--- src/clipped_sprite_blitter_macros.svh ---
`ifndef CLIPPED_SPRITE_BLITTER_MACROS_SVH
`define CLIPPED_SPRITE_BLITTER_MACROS_SVH

`ifndef SYNTHESIS

`define CSB_ASSERT_IMP(lbl, ante, cons, msg) \
    lbl: assert property (@(posedge clk) disable iff (!rst_n) (ante) |-> (cons)) \
        else $error(msg);

`define CSB_ASSERT_NXT(lbl, ante, cons, msg) \
    lbl: assert property (@(posedge clk) disable iff (!rst_n) (ante) |=> (cons)) \
        else $error(msg);

`else

`define CSB_ASSERT_IMP(lbl, ante, cons, msg)

`define CSB_ASSERT_NXT(lbl, ante, cons, msg)

`endif

`endif

--- src/csb_queue.sv ---
module csb_queue #(
    parameter int WIDTH = 8,
    parameter int DEPTH = 4
) (
    input  logic             clk,
    input  logic             rst_n,
    input  logic             push,
    input  logic [WIDTH-1:0] din,
    output logic             full,
    input  logic             pop,
    output logic             valid,
    output logic [WIDTH-1:0] dout
);

    localparam int PW = (DEPTH > 1) ? $clog2(DEPTH) : 1;
    localparam int NW = $clog2(DEPTH + 1);

    logic [WIDTH-1:0] entries [DEPTH];
    logic [PW-1:0]    wr_ptr_reg, wr_ptr_next;
    logic [PW-1:0]    rd_ptr_reg, rd_ptr_next;
    logic [NW-1:0]    cnt_reg, cnt_next;

    assign full  = cnt_reg == NW'(DEPTH);
    assign valid = cnt_reg != '0;
    assign dout  = entries[rd_ptr_reg];

    always_comb
    begin
        wr_ptr_next = wr_ptr_reg;
        rd_ptr_next = rd_ptr_reg;
        cnt_next    = cnt_reg;
        if (push)
        begin
            wr_ptr_next = (wr_ptr_reg == PW'(DEPTH - 1)) ? '0 : wr_ptr_reg + PW'(1);
        end
        if (pop)
        begin
            rd_ptr_next = (rd_ptr_reg == PW'(DEPTH - 1)) ? '0 : rd_ptr_reg + PW'(1);
        end
        if (push && !pop)
        begin
            cnt_next = cnt_reg + NW'(1);
        end
        else if (pop && !push)
        begin
            cnt_next = cnt_reg - NW'(1);
        end
    end

    always_ff @(posedge clk or negedge rst_n)
    begin
        if (!rst_n)
        begin
            wr_ptr_reg <= '0;
            rd_ptr_reg <= '0;
            cnt_reg    <= '0;
        end
        else
        begin
            wr_ptr_reg <= wr_ptr_next;
            rd_ptr_reg <= rd_ptr_next;
            cnt_reg    <= cnt_next;
        end
    end

    always_ff @(posedge clk)
    begin
        if (push)
        begin
            entries[wr_ptr_reg] <= din;
        end
    end

endmodule

--- config.mk ---
export PLATFORM = sky130hd
export DESIGN_NAME = csb_queue
export DESIGN_NICKNAME = d
export VERILOG_FILES = /design/src/clipped_sprite_blitter_macros.svh /design/src/csb_queue.sv
export SDC_FILE = /design/constraint.sdc
export NUM_CORES = 1
export LEC_CHECK = 0
export BUFFER_PORTS_ARGS = -buffer_cell sky130_fd_sc_hd__buf_2
export CAP_MARGIN = 20
export CELL_PAD_IN_SITES_DETAIL_PLACEMENT = 0
export CELL_PAD_IN_SITES_GLOBAL_PLACEMENT = 1
export CORE_UTILIZATION = 50
export CTS_BUF_LIST = sky130_fd_sc_hd__clkbuf_4
export DETAILED_ROUTE_END_ITERATION = 16
export GPL_TIMING_DRIVEN = 0
export PLACE_DENSITY = 0.91
export SYNTH_ARGS = -nofsm -noshare
export SYNTH_HDL_FRONTEND = slang
export SYNTH_SLANG_ARGS = --single-unit
--- constraint.sdc ---
create_clock -name clk -period 1.6 [get_ports clk]
set_clock_uncertainty 0.05 [all_clocks]
set_input_delay 0.16 -clock clk [delete_from_list [all_inputs] [get_ports clk]]
set_output_delay 0.16 -clock clk [all_outputs]
set_load 0.005 [all_outputs]
==> run summary <==
Run status - finished with violations
Violated checks - DRC, setup timing
# H-tree levels - 2
Max-slew headroom - 70.5%
P_sw - 0.000844 W
Fmax - 559 MHz
Setup violations, final - 8
Layout area overhead - 21.1%
Vias - 807
Routability congestion estimate from global placement - 0.694
Commonest non-fill, non-tap cell in the layout - edfxtp_1
Buffers on Ports - 21
Most frequent cells in the layout - edfxtp_1, buf_2, dlygate4sd3_1
Area of the multi-input gates - 400 um2
Yosys cell types - 18
DR iter-0 viols - 29
WL final - 2430 um
Post-synth EDFFs - 32
Die width - 58.1 um
Combinational share of power - 31.1%
CP max-delay cell - mux4_2
Hpwl dp - 1560 um
Drt drc - 1
Setup_tns - -1.40 ns
Clock tree from TritonCTS - done
Cell Rows - 19
Remaining Overflow, GRT - 0
CTS sink cnt - 39
Nature of the critical path startpoint - flop
Die H - 58.1 um
Mapped Area - 1570 um2
WS Path Type - reg -> out
Fin worst setup slack - -0.188 ns
First-pass GRT wire length - 3880 um
Flops & latches, synth - 39
Hold/Removal Path Class - in -> reg
Sw Share - 28.0%
Largest net degree at the start of global routing - 13
Crit path time final - 1.79 ns
Critical path fanouts, max - 5
Inst Count DP - 142
Overall Power - 0.00302 W
Ports - 22
Post-route cell area - 1900 um2
Clk buf depth - 2
Max reg flops - 32
WL per Instance - 15.2 um
Post-synthesis instance total - 79
Vias in the first global route - 821
CP Cell Sequence - buf_6 -> mux4_2 -> buf_2
Final Max Slew Viols - 0
PwrDens - 1580 nW/um2
Diodes inserted - 0
RSZ-0062 raised after global routing - true
P_leak - 0.725 nW
Syn Nets - 98
Seq/Total Area, Yosys - 72.3%
Die ar. - 3370 um2
Worst Path Arrival - 1.58 ns
Dpl cell area - 1730 um2
CTS Buf Count - 5
Final hold viol count - 0
Period utilization - 112%
Non-Filler Instances - 160
Cell internal pwr - 0.00217 W
Antenna violations before repair - 0
Top_reg_cell synth - edfxtp_1
Final net count - 136
Sequential share of power - 48.1%
Clock Root Buffer - clkbuf_4
Initial Util - 54.6%
Max-Cap Viols - 0
Slew of the pin with the lowest slew margin - 0.443 ns
Fill cells - 207
Warnings, synthesis - 0
Clock Latency Late Sink - 0.35 ns
Drt via density - 5.04
1st-pass router iterations - 12
Worst vdd ir - 0.822 mV
Syn_area_per_cell - 19.9 um2
Register area - 1140 um2
Clk network pwr share - 20.9%
Area of the core - 2880 um2
Postcts setup bufs - 0
Layout cells sized above 1 - 35.6%
Asr flop ratio synth - 17.9%
GRT Resource Usage Total - 17.1%
Worst EP required - 1.39 ns
Clk slew on worst S/H paths - 0.11 ns
Dpl ws - 0.0967 ns
Post-route antenna net violation count - 0
Worst Setup End Kind - primary output
Max stage delay on crit path - 0.51 ns
-- power by group through the flow --
stage / Combinational [W] / Sequential (W) / Clock [W]
final: 0.000937 / 0.00145 / 0.000629
after global routing: 0.00105 / 0.00148 / 0.000679
after CTS: 0.000959 / 0.00145 / 0.000640
after detailed placement: 0.000912 / 0.00147 / 0
after global placement: 0.000887 / 0.00145 / 0
after floorplan: 0.000635 / 0.00144 / 0
-- layer usage --
| metal | track usage, % | part of all wire, % | up-vias |
|---|---|---|---|
| met4 | 10.2 | 2.6 | 0 |
| met5 | 0 | 0 | - |
| li1 | - | - | 377 |
| met3 | 4.69 | 3.6 | 7 |
| met2 | 28.2 | 53 | 17 |
| met1 | 20.2 | 41 | 406 |
-- stage by stage --
stage	utilization (%)	hold slack, ns
final	66.2	0.0290
after global routing	66.2	0.0304
after CTS	66.2	0.0261
after detailed placement	60.1	-0.0511
after global placement	60.1	-0.0529
after floorplan	-	-0.186
-- cell families (layout without fill, tap and decap cells) --
| group | count (synthesis) | in the layout | share of synthesized area [%] |
|---|---|---|---|
| compound gates | 2 | 2 | 0.637 |
| xor+xnor | 3 | 3 | 1.67 |
| fa+ha+maj | 7 | 7 | 6.05 |
| buf+inv | 7 | 46 | 2.23 |
| flops | 39 | 39 | 72.3 |
| mux | 11 | 11 | 13.6 |
| simple gates | 10 | 10 | 3.50 |
-- final cells by class --
cell class	instances	share of cell area, %
plain buffers	2	0.855
clock buffers	5	1.97
clock inverters	3	2.04
inverters	5	0.986
multi-input cells	33	21.0
flip-flops and latches	39	59.7
well taps	42	2.76
repair buffers	31	10.7
-- what timing repair did --
item / 4_1_cts / 5_1_grt
pin swaps: 0 / 0
gates cloned: 1 / 0
gates resized for setup: 1 / 0
endpoints found under the hold margin: 39 / 0
hold buffers: 9 / 0
setup endpoints to repair: 8 / 8
-- synth_stat cells (2+ instances only) --
| cell | count | share of area [%] |
|---|---|---|
| and2_1 | 4 | 1.6 |
| dfrtp_1 | 7 | 11 |
| edfxtp_1 | 32 | 61 |
| ha_1 | 6 | 4.8 |
| inv_1 | 5 | 1.2 |
| mux2_2 | 3 | 2.1 |
| mux4_2 | 8 | 11 |
| nor2_1 | 2 | 0.48 |
| o21ai_0 | 2 | 0.64 |
| xor2_1 | 2 | 1.1 |
-- path summary, 6_finish.rpt --
path	from	to	slack, ns	cells after the start
worst max register to register	wr_ptr_reg[0]	entries[2][7]	0.11	3
min in group asynchronous	rst_n	wr_ptr_reg[0]	0.15	2
worst min register to register	cnt_reg[2]	cnt_reg[2]	0.45	1
max in group asynchronous	rst_n	cnt_reg[0]	1.20	2
worst max-delay path	rd_ptr_reg[0]	dout[4]	-0.19	3
worst min-delay path	push	wr_ptr_reg[1]	0.03	2
-- worst max-delay path: cells and delay by family, from the launching register on --
| family | cells | cell delay [ns] |
|---|---|---|
| buffers and inverters | 2 | 0.30 |
| muxes | 1 | 0.51 |
| DFF | 1 | 0.42 |
No activity file was read; power rests on OpenSTA's default activity.
