## src/clipped_sprite_blitter_macros.svh

```systemverilog
`ifndef CLIPPED_SPRITE_BLITTER_MACROS_SVH
`define CLIPPED_SPRITE_BLITTER_MACROS_SVH

`ifndef SYNTHESIS

`define CSB_ASSERT_IMP(lbl, ante, cons, msg) \
    lbl: assert property (@(posedge clk) disable iff (!rst_n) (ante) |-> (cons)) \
        else $error(msg);

`define CSB_ASSERT_NXT(lbl, ante, cons, msg) \
    lbl: assert property (@(posedge clk) disable iff (!rst_n) (ante) |=> (cons)) \
        else $error(msg);

`else

`define CSB_ASSERT_IMP(lbl, ante, cons, msg)

`define CSB_ASSERT_NXT(lbl, ante, cons, msg)

`endif

`endif

```

## src/csb_pkg.sv

```systemverilog
package csb_pkg;

    localparam int CW = 13;
    localparam int PIX_W = 8;
    localparam int TABLE_AW = 16;

    localparam logic [1:0] REQ_PIXEL = 2'd0;
    localparam logic [1:0] REQ_READ  = 2'd1;
    localparam logic [1:0] REQ_LOAD  = 2'd2;

    localparam logic [1:0] MODE_OPAQUE    = 2'd0;
    localparam logic [1:0] MODE_KEY       = 2'd1;
    localparam logic [1:0] MODE_BLEND_SRC = 2'd2;
    localparam logic [1:0] MODE_BLEND_DST = 2'd3;

    typedef enum logic [2:0] {
        OP_WRITE,
        OP_BLEND,
        OP_READ,
        OP_READ_ZERO,
        OP_LOAD
    } op_kind_t;

    typedef struct packed {
        op_kind_t         kind;
        logic             dst_major;
        logic [PIX_W-1:0] data;
    } csb_op_t;

endpackage

```

## src/csb_front.sv

```systemverilog
module csb_front
    import csb_pkg::*;
#(
    parameter int SCREEN_WIDTH  = 320,
    parameter int SCREEN_HEIGHT = 200,
    parameter int COORD_OFFSET  = 16,
    parameter int FAW           = 16,
    parameter int AW            = 16
) (
    input  logic                 clk,
    input  logic                 rst_n,
    input  logic                 cfg_write_en,
    input  logic                 cfg_write_data,
    input  logic                 item_accept,
    input  logic [1:0]           req_type,
    input  logic                 first_pixel,
    input  logic signed [10:0]   origin_x,
    input  logic signed [10:0]   origin_y,
    input  logic [8:0]           sprite_w,
    input  logic [8:0]           sprite_h,
    input  logic [1:0]           blit_mode,
    input  logic [7:0]           src_pixel,
    input  logic [15:0]          address,
    input  logic [7:0]           table_data,
    output logic                 op_valid,
    output csb_op_t              op,
    output logic [AW-1:0]        op_addr
);

    localparam int XW = (SCREEN_WIDTH > 1) ? $clog2(SCREEN_WIDTH) : 1;
    localparam int YW = (SCREEN_HEIGHT > 1) ? $clog2(SCREEN_HEIGHT) : 1;
    localparam logic signed [CW-1:0] OFS_S = CW'(COORD_OFFSET);
    localparam logic signed [CW-1:0] SW_S  = CW'(SCREEN_WIDTH);
    localparam logic signed [CW-1:0] SH_S  = CW'(SCREEN_HEIGHT);
    localparam logic [AW:0] FRAME_LIM = (AW+1)'(SCREEN_WIDTH * SCREEN_HEIGHT);

    logic [8:0] col_reg, col_next;
    logic [8:0] row_reg, row_next;
    logic       draw_en_reg, draw_en_next;

    logic [8:0]           col_base, row_base;
    logic [9:0]           col_inc;
    logic signed [CW-1:0] dx, dy;
    logic                 in_screen, draw, src_nz, in_frame;
    logic [FAW-1:0]       pix_addr;

    always_comb
    begin
        col_base  = first_pixel ? 9'd0 : col_reg;
        row_base  = first_pixel ? 9'd0 : row_reg;
        col_inc   = {1'b0, col_base} + 10'd1;
        dx        = CW'(origin_x) - OFS_S + $signed({4'b0000, col_base});
        dy        = CW'(origin_y) - OFS_S + $signed({4'b0000, row_base});
        in_screen = !dx[CW-1] && (dx < SW_S) && !dy[CW-1] && (dy < SH_S);
        draw      = draw_en_reg && (col_base < sprite_w) && (row_base < sprite_h)
                    && in_screen;
        src_nz    = src_pixel != 8'd0;
        pix_addr  = FAW'(dy[YW-1:0]) * FAW'(SCREEN_WIDTH) + FAW'(dx[XW-1:0]);
        in_frame  = {1'b0, AW'(address)} < FRAME_LIM;

        op_valid     = 1'b0;
        op.kind      = OP_WRITE;
        op.dst_major = blit_mode == MODE_BLEND_DST;
        op.data      = src_pixel;
        op_addr      = AW'(pix_addr);
        case (req_type)
            REQ_PIXEL:
            begin
                if (draw)
                begin
                    if (blit_mode == MODE_OPAQUE || (blit_mode == MODE_KEY && src_nz))
                    begin
                        op_valid = 1'b1;
                    end
                    else if ((blit_mode == MODE_BLEND_SRC || blit_mode == MODE_BLEND_DST)
                             && src_nz)
                    begin
                        op_valid = 1'b1;
                        op.kind  = OP_BLEND;
                    end
                end
            end
            REQ_READ:
            begin
                op_valid = 1'b1;
                op.kind  = in_frame ? OP_READ : OP_READ_ZERO;
                op_addr  = AW'(address);
            end
            REQ_LOAD:
            begin
                op_valid = 1'b1;
                op.kind  = OP_LOAD;
                op.data  = table_data;
                op_addr  = AW'(address);
            end
            default:
            begin
                op_valid = 1'b0;
            end
        endcase

        col_next     = col_reg;
        row_next     = row_reg;
        draw_en_next = cfg_write_en ? cfg_write_data : draw_en_reg;
        if (item_accept && req_type == REQ_PIXEL)
        begin
            if (col_inc >= {1'b0, sprite_w})
            begin
                col_next = 9'd0;
                row_next = row_base + 9'd1;
            end
            else
            begin
                col_next = col_inc[8:0];
                row_next = row_base;
            end
        end
    end

    always_ff @(posedge clk or negedge rst_n)
    begin
        if (!rst_n)
        begin
            col_reg     <= '0;
            row_reg     <= '0;
            draw_en_reg <= 1'b1;
        end
        else
        begin
            col_reg     <= col_next;
            row_reg     <= row_next;
            draw_en_reg <= draw_en_next;
        end
    end

endmodule

```

## config.mk

```make
export PLATFORM = sky130hd
export DESIGN_NAME = csb_front
export DESIGN_NICKNAME = d
export VERILOG_FILES = /design/src/clipped_sprite_blitter_macros.svh /design/src/csb_pkg.sv /design/src/csb_front.sv
export SDC_FILE = /design/constraint.sdc
export NUM_CORES = 1
export LEC_CHECK = 0
export BUFFER_PORTS_ARGS = -buffer_cell sky130_fd_sc_hd__buf_2
export CORE_MARGIN = 2
export CORE_UTILIZATION = 59
export CTS_BUF_LIST = sky130_fd_sc_hd__clkbuf_4
export CTS_CLUSTER_DIAMETER = 150
export DETAILED_ROUTE_END_ITERATION = 16
export HOLD_SLACK_MARGIN = 0.02
export PLACE_DENSITY_LB_ADDON = 0.08
export SYNTH_ARGS = -nofsm -noshare
export SYNTH_HDL_FRONTEND = slang
export SYNTH_SLANG_ARGS = --single-unit
```

## constraint.sdc

```tcl
create_clock -name clk -period 5.9 [get_ports clk]
set_input_delay 0.295 -clock clk [delete_from_list [all_inputs] [get_ports clk]]
set_output_delay 0.295 -clock clk [all_outputs]
set_load 0.01 [all_outputs]
```

==> tab_implementation.tex <==
\begin{tabular}{lr}
\hline
Metric & Value \\
\hline
\multicolumn{2}{l}{\textbf{Outcome}} \\
\quad Status & finished, final reports clean \\
\multicolumn{2}{l}{\textbf{Global route}} \\
\quad Overflow after GRT & 0 \\
\quad First-pass GRT wire length & 15810 µm \\
\quad Largest net degree at the start of global routing & 30 \\
\quad Global routing usage summed across all routing layers & approximately 26\% \\
\quad Number of global-route vias before repair & about 3700 \\
\quad Initial antenna violation count & 0 \\
\multicolumn{2}{l}{\textbf{Logic synthesis}} \\
\quad Count of warnings emitted by yosys & 0 \\
\quad Avg Inst Size Synth & $\sim$7.8 µm² \\
\quad Post-synthesis sequential area ratio & between 10\% and 20\% \\
\quad Cells after Synth & 500 \\
\quad Primary flip-flop cell chosen by synthesis mapping & sky130\_fd\_sc\_hd\_\_dfrtp\_1 \\
\quad Total standard cell area after synthesis & approximately 3900 µm² \\
\quad Number of enable-type register cells in the synthesized netlist & 0 \\
\quad Number of different library cells in the post-synthesis netlist & 60 \\
\quad Asr flop ratio synth & 100.0\% \\
\quad Yosys reg bits & 19 \\
\quad Net Count, Synth & 660 \\
\multicolumn{2}{l}{\textbf{Drt}} \\
\quad Initial detailed-routing violation count & 114 \\
\quad Avg WL per Cell & between 10 and 15 µm \\
\quad Met2 routed WL & roughly 4600 µm \\
\quad Pre-antenna DRT Iters & 4 \\
\quad Detail-routed via count per cell & between 5 and 6 \\
\quad Vias & roughly 3800 \\
\quad Aggregate routed wire length & between 9000 and 10000 µm \\
\quad Met1 Wirelength & just over 4000 µm \\
\quad Count of nets left with antenna violations after detail routing & 0 \\
\quad Top metal layer carrying routed signals & met4 \\
\quad Residual DRC count & 0 \\
\quad Met3 wirelength from detailed routing & roughly 420 µm \\
\multicolumn{2}{l}{\textbf{Place}} \\
\quad DP Wirelength & just over 8000 µm \\
\quad Placed Instances & 678 \\
\quad Number of buffers inserted by port buffering & 110 \\
\quad Gpl congestion & 0.9241 \\
\multicolumn{2}{l}{\textbf{Clock network}} \\
\quad Number of buffers inserted during clock tree synthesis & 3 \\
\quad Post-cts gate resize count & 0 \\
\quad Clock tree from TritonCTS & done \\
\quad Root buffer selected by CTS & sky130\_fd\_sc\_hd\_\_clkbuf\_4 \\
\quad Clock tree sinks & 19 \\
\quad Clock buffer depth & 2 \\
\quad Insertion delay of the later-clocked pin in the worst-skew pair & 280 ps \\
\quad Clk slew on worst S/H paths & about 100 ps \\
\quad Max H-tree Level & 1 \\
\multicolumn{2}{l}{\textbf{Pwr}} \\
\quad Static Leak & around 0.0024 µW \\
\quad Cell area power density & between 150 and 200 nW/µm² \\
\quad Worst IR drop on VDD & roughly 0.18 mV \\
\multicolumn{2}{l}{\textbf{Worst setup path}} \\
\quad Endpoint kind of the worst setup timing path & output port \\
\quad End point of the critical path & op\_addr[14] \\
\quad Critical path startpoint & row\_reg[1] \\
\quad R2r setup slk & $\sim$2500 ps \\
\quad Arrival @ worst endpoint & between 4000 and 5000 ps \\
\quad CP Max Fanout & 5 \\
\quad Critical Setup Path Class & flip-flop to output port \\
\quad Endpoint required time on the critical path & between 5000 and 6000 ps \\
\quad CP startpoint kind & flip-flop \\
\quad Worst R2R Start & col\_reg[0] \\
\quad Logic depth of the worst register-to-register path & 13 \\
\quad Critical R2R Capture & col\_reg[4] \\
\multicolumn{2}{l}{\textbf{Timing}} \\
\quad Actual transition at the worst max-transition pin & around 730 ps \\
\quad Final number of max-transition violations & 0 \\
\quad Final hold vios & 0 \\
\quad Achievable frequency & 214.8 MHz \\
\quad Setup violators final & 0 \\
\quad Max-slew headroom & about half \\
\quad Total Neg Setup Slack & 0 ps \\
\quad Fraction of the cycle the final worst path needs & slightly below 80\% \\
\quad Fin Clk Skew & about 9.9 ps \\
\quad Time the final worst path needs with I/O delays and setup & about 4700 ps \\
\quad Unrepaired setup endpoints after global routing & no \\
\multicolumn{2}{l}{\textbf{Job}} \\
\quad Reported max-cap violation count & 0 \\
\multicolumn{2}{l}{\textbf{Floorplan}} \\
\quad Die W & around 85 µm \\
\quad Initial Utilization & about three fifths \\
\quad Std cell rows & 29 \\
\quad Count of boundary I/O pins & 111 \\
\quad Area of the core & between 6000 and 7000 µm² \\
\quad Overall die height & around 85 µm \\
\quad Die outline area & just over 7000 µm² \\
\multicolumn{2}{l}{\textbf{Finish}} \\
\quad Layout cell share with drive strength beyond 1 & between 20\% and 30\% \\
\quad Final cell count without fillers & 683 \\
\quad Top library cells by usage in the layout, fill and taps aside & sky130\_fd\_sc\_hd\_\_buf\_2 (110), sky130\_fd\_sc\_hd\_\_inv\_1 (74), sky130\_fd\_sc\_hd\_\_ha\_1 (74), sky130\_fd\_sc\_hd\_\_nand2\_1 (39), sky130\_fd\_sc\_hd\_\_nor2\_1 (29) \\
\quad Post-layout net count & between 700 and 800 \\
\quad Count of antenna diodes in the layout & 0 \\
\quad Layout-stage area growth over the synthesis result & 16.78\% \\
\quad Fill count & 541 \\
\quad Most common cell after layout, fill and taps aside & sky130\_fd\_sc\_hd\_\_buf\_2 \\
\multicolumn{2}{l}{\textbf{Min path}} \\
\quad Hold crit path type & input pin to flip-flop \\
\quad Worst hold stages & 2 \\
\quad Startpoint of the tightest hold check path & cfg\_write\_data \\
\hline
\end{tabular}
critical path: stages (launching register included):
cell and delay [ps]:
sky130_fd_sc_hd__dfrtp_1 390, sky130_fd_sc_hd__nor2b_1 280, sky130_fd_sc_hd__ha_1 290, sky130_fd_sc_hd__ha_1 230, sky130_fd_sc_hd__fa_1 470, sky130_fd_sc_hd__xor2_1 210
sky130_fd_sc_hd__ha_1 300, sky130_fd_sc_hd__ha_1 180, sky130_fd_sc_hd__inv_1 60, sky130_fd_sc_hd__fa_1 400, sky130_fd_sc_hd__xnor2_1 270, sky130_fd_sc_hd__nor2b_1 210
sky130_fd_sc_hd__nor2b_1 220, sky130_fd_sc_hd__nand3_1 120, sky130_fd_sc_hd__xor2_1 160, sky130_fd_sc_hd__o21ai_0 130, sky130_fd_sc_hd__buf_2 150
cells by family after synthesis:
| group | count (synthesis) | share of synthesized area [%] |
|---|---|---|
| buf+inv | 83 | 8.102 |
| compound gates | 110 | 19.24 |
| flops | 19 | 12.30 |
| fa+ha+maj | 81 | 26.73 |
| xor+xnor | 40 | 9.038 |
| simple gates | 151 | 19.98 |
| mux | 16 | 4.616 |
worst min-delay path by stage:
stage / endpoint / slack, ps
2_1_floorplan: col_reg[0] / -0.6
3_3_place_gp: row_reg[7] / 250
3_5_place_dp: row_reg[7] / 260
4_1_cts: draw_en_reg / 240
5_1_grt: draw_en_reg / 230
6_report: draw_en_reg / 250
final cells by class:
cell class              count  area (µm²)  share of cell area, %
multi-input cells         398        3085                  68.16
repair buffers            111       560.5                  12.38
flip-flops and latches     19       476.7                  10.53
inverters                  74       277.8                  6.136
well taps                  77       96.34                  2.128
clock buffers               4       30.03                 0.6634
where the power goes:
group          switching (µW)  internal (µW)
clock                    34.9           30.8
sequential               6.21            137
combinational             253            222
total                     294            389
through the flow:
| step | utilization, % | area [µm²] | hold slack, ps | setup WS, ps | power [µW] |
|---|---|---|---|---|---|
| floorplan | - | 3876 | -0.5911 | 1456 | 486.7 |
| global placement | 70.66 | 4487 | 251.4 | 1548 | 605.2 |
| detailed placement | 70.66 | 4487 | 256.5 | 1377 | 616.9 |
| CTS | 71.29 | 4527 | 241.2 | 1245 | 687.5 |
| global route | 71.29 | 4527 | 230.7 | 866.1 | 749.7 |
| finish | 71.29 | 4527 | 248.5 | 1245 | 682.8 |
cells in the mapped netlist (14+ instances only):
master | count | area, µm²
sky130_fd_sc_hd__mux2_2 | 15 | 168.9
sky130_fd_sc_hd__nand2_1 | 39 | 146.4
sky130_fd_sc_hd__a21oi_1 | 21 | 105.1
sky130_fd_sc_hd__nand3_1 | 14 | 70.07
sky130_fd_sc_hd__xnor2_1 | 27 | 236.5
sky130_fd_sc_hd__inv_1 | 74 | 277.8
sky130_fd_sc_hd__nor2_1 | 29 | 108.9
sky130_fd_sc_hd__nor2b_1 | 17 | 106.4
sky130_fd_sc_hd__nand2b_1 | 15 | 93.84
sky130_fd_sc_hd__dfrtp_1 | 18 | 450.4
sky130_fd_sc_hd__ha_1 | 74 | 925.9
sky130_fd_sc_hd__o21ai_0 | 24 | 120.1
routing by layer:
metal,up-vias,GRT usage [%]
li1,1963,-
met1,1724,32.39
met2,104,48.51
met3,12,1.556
met4,0,5.051
met5,-,0
repair_timing:
item | CTS | global route
endpoints found under the hold margin | 18 | 0
hold buffers | 1 | 0
setup buffers | 0 | 0
(Power assumes the default switching activity.)
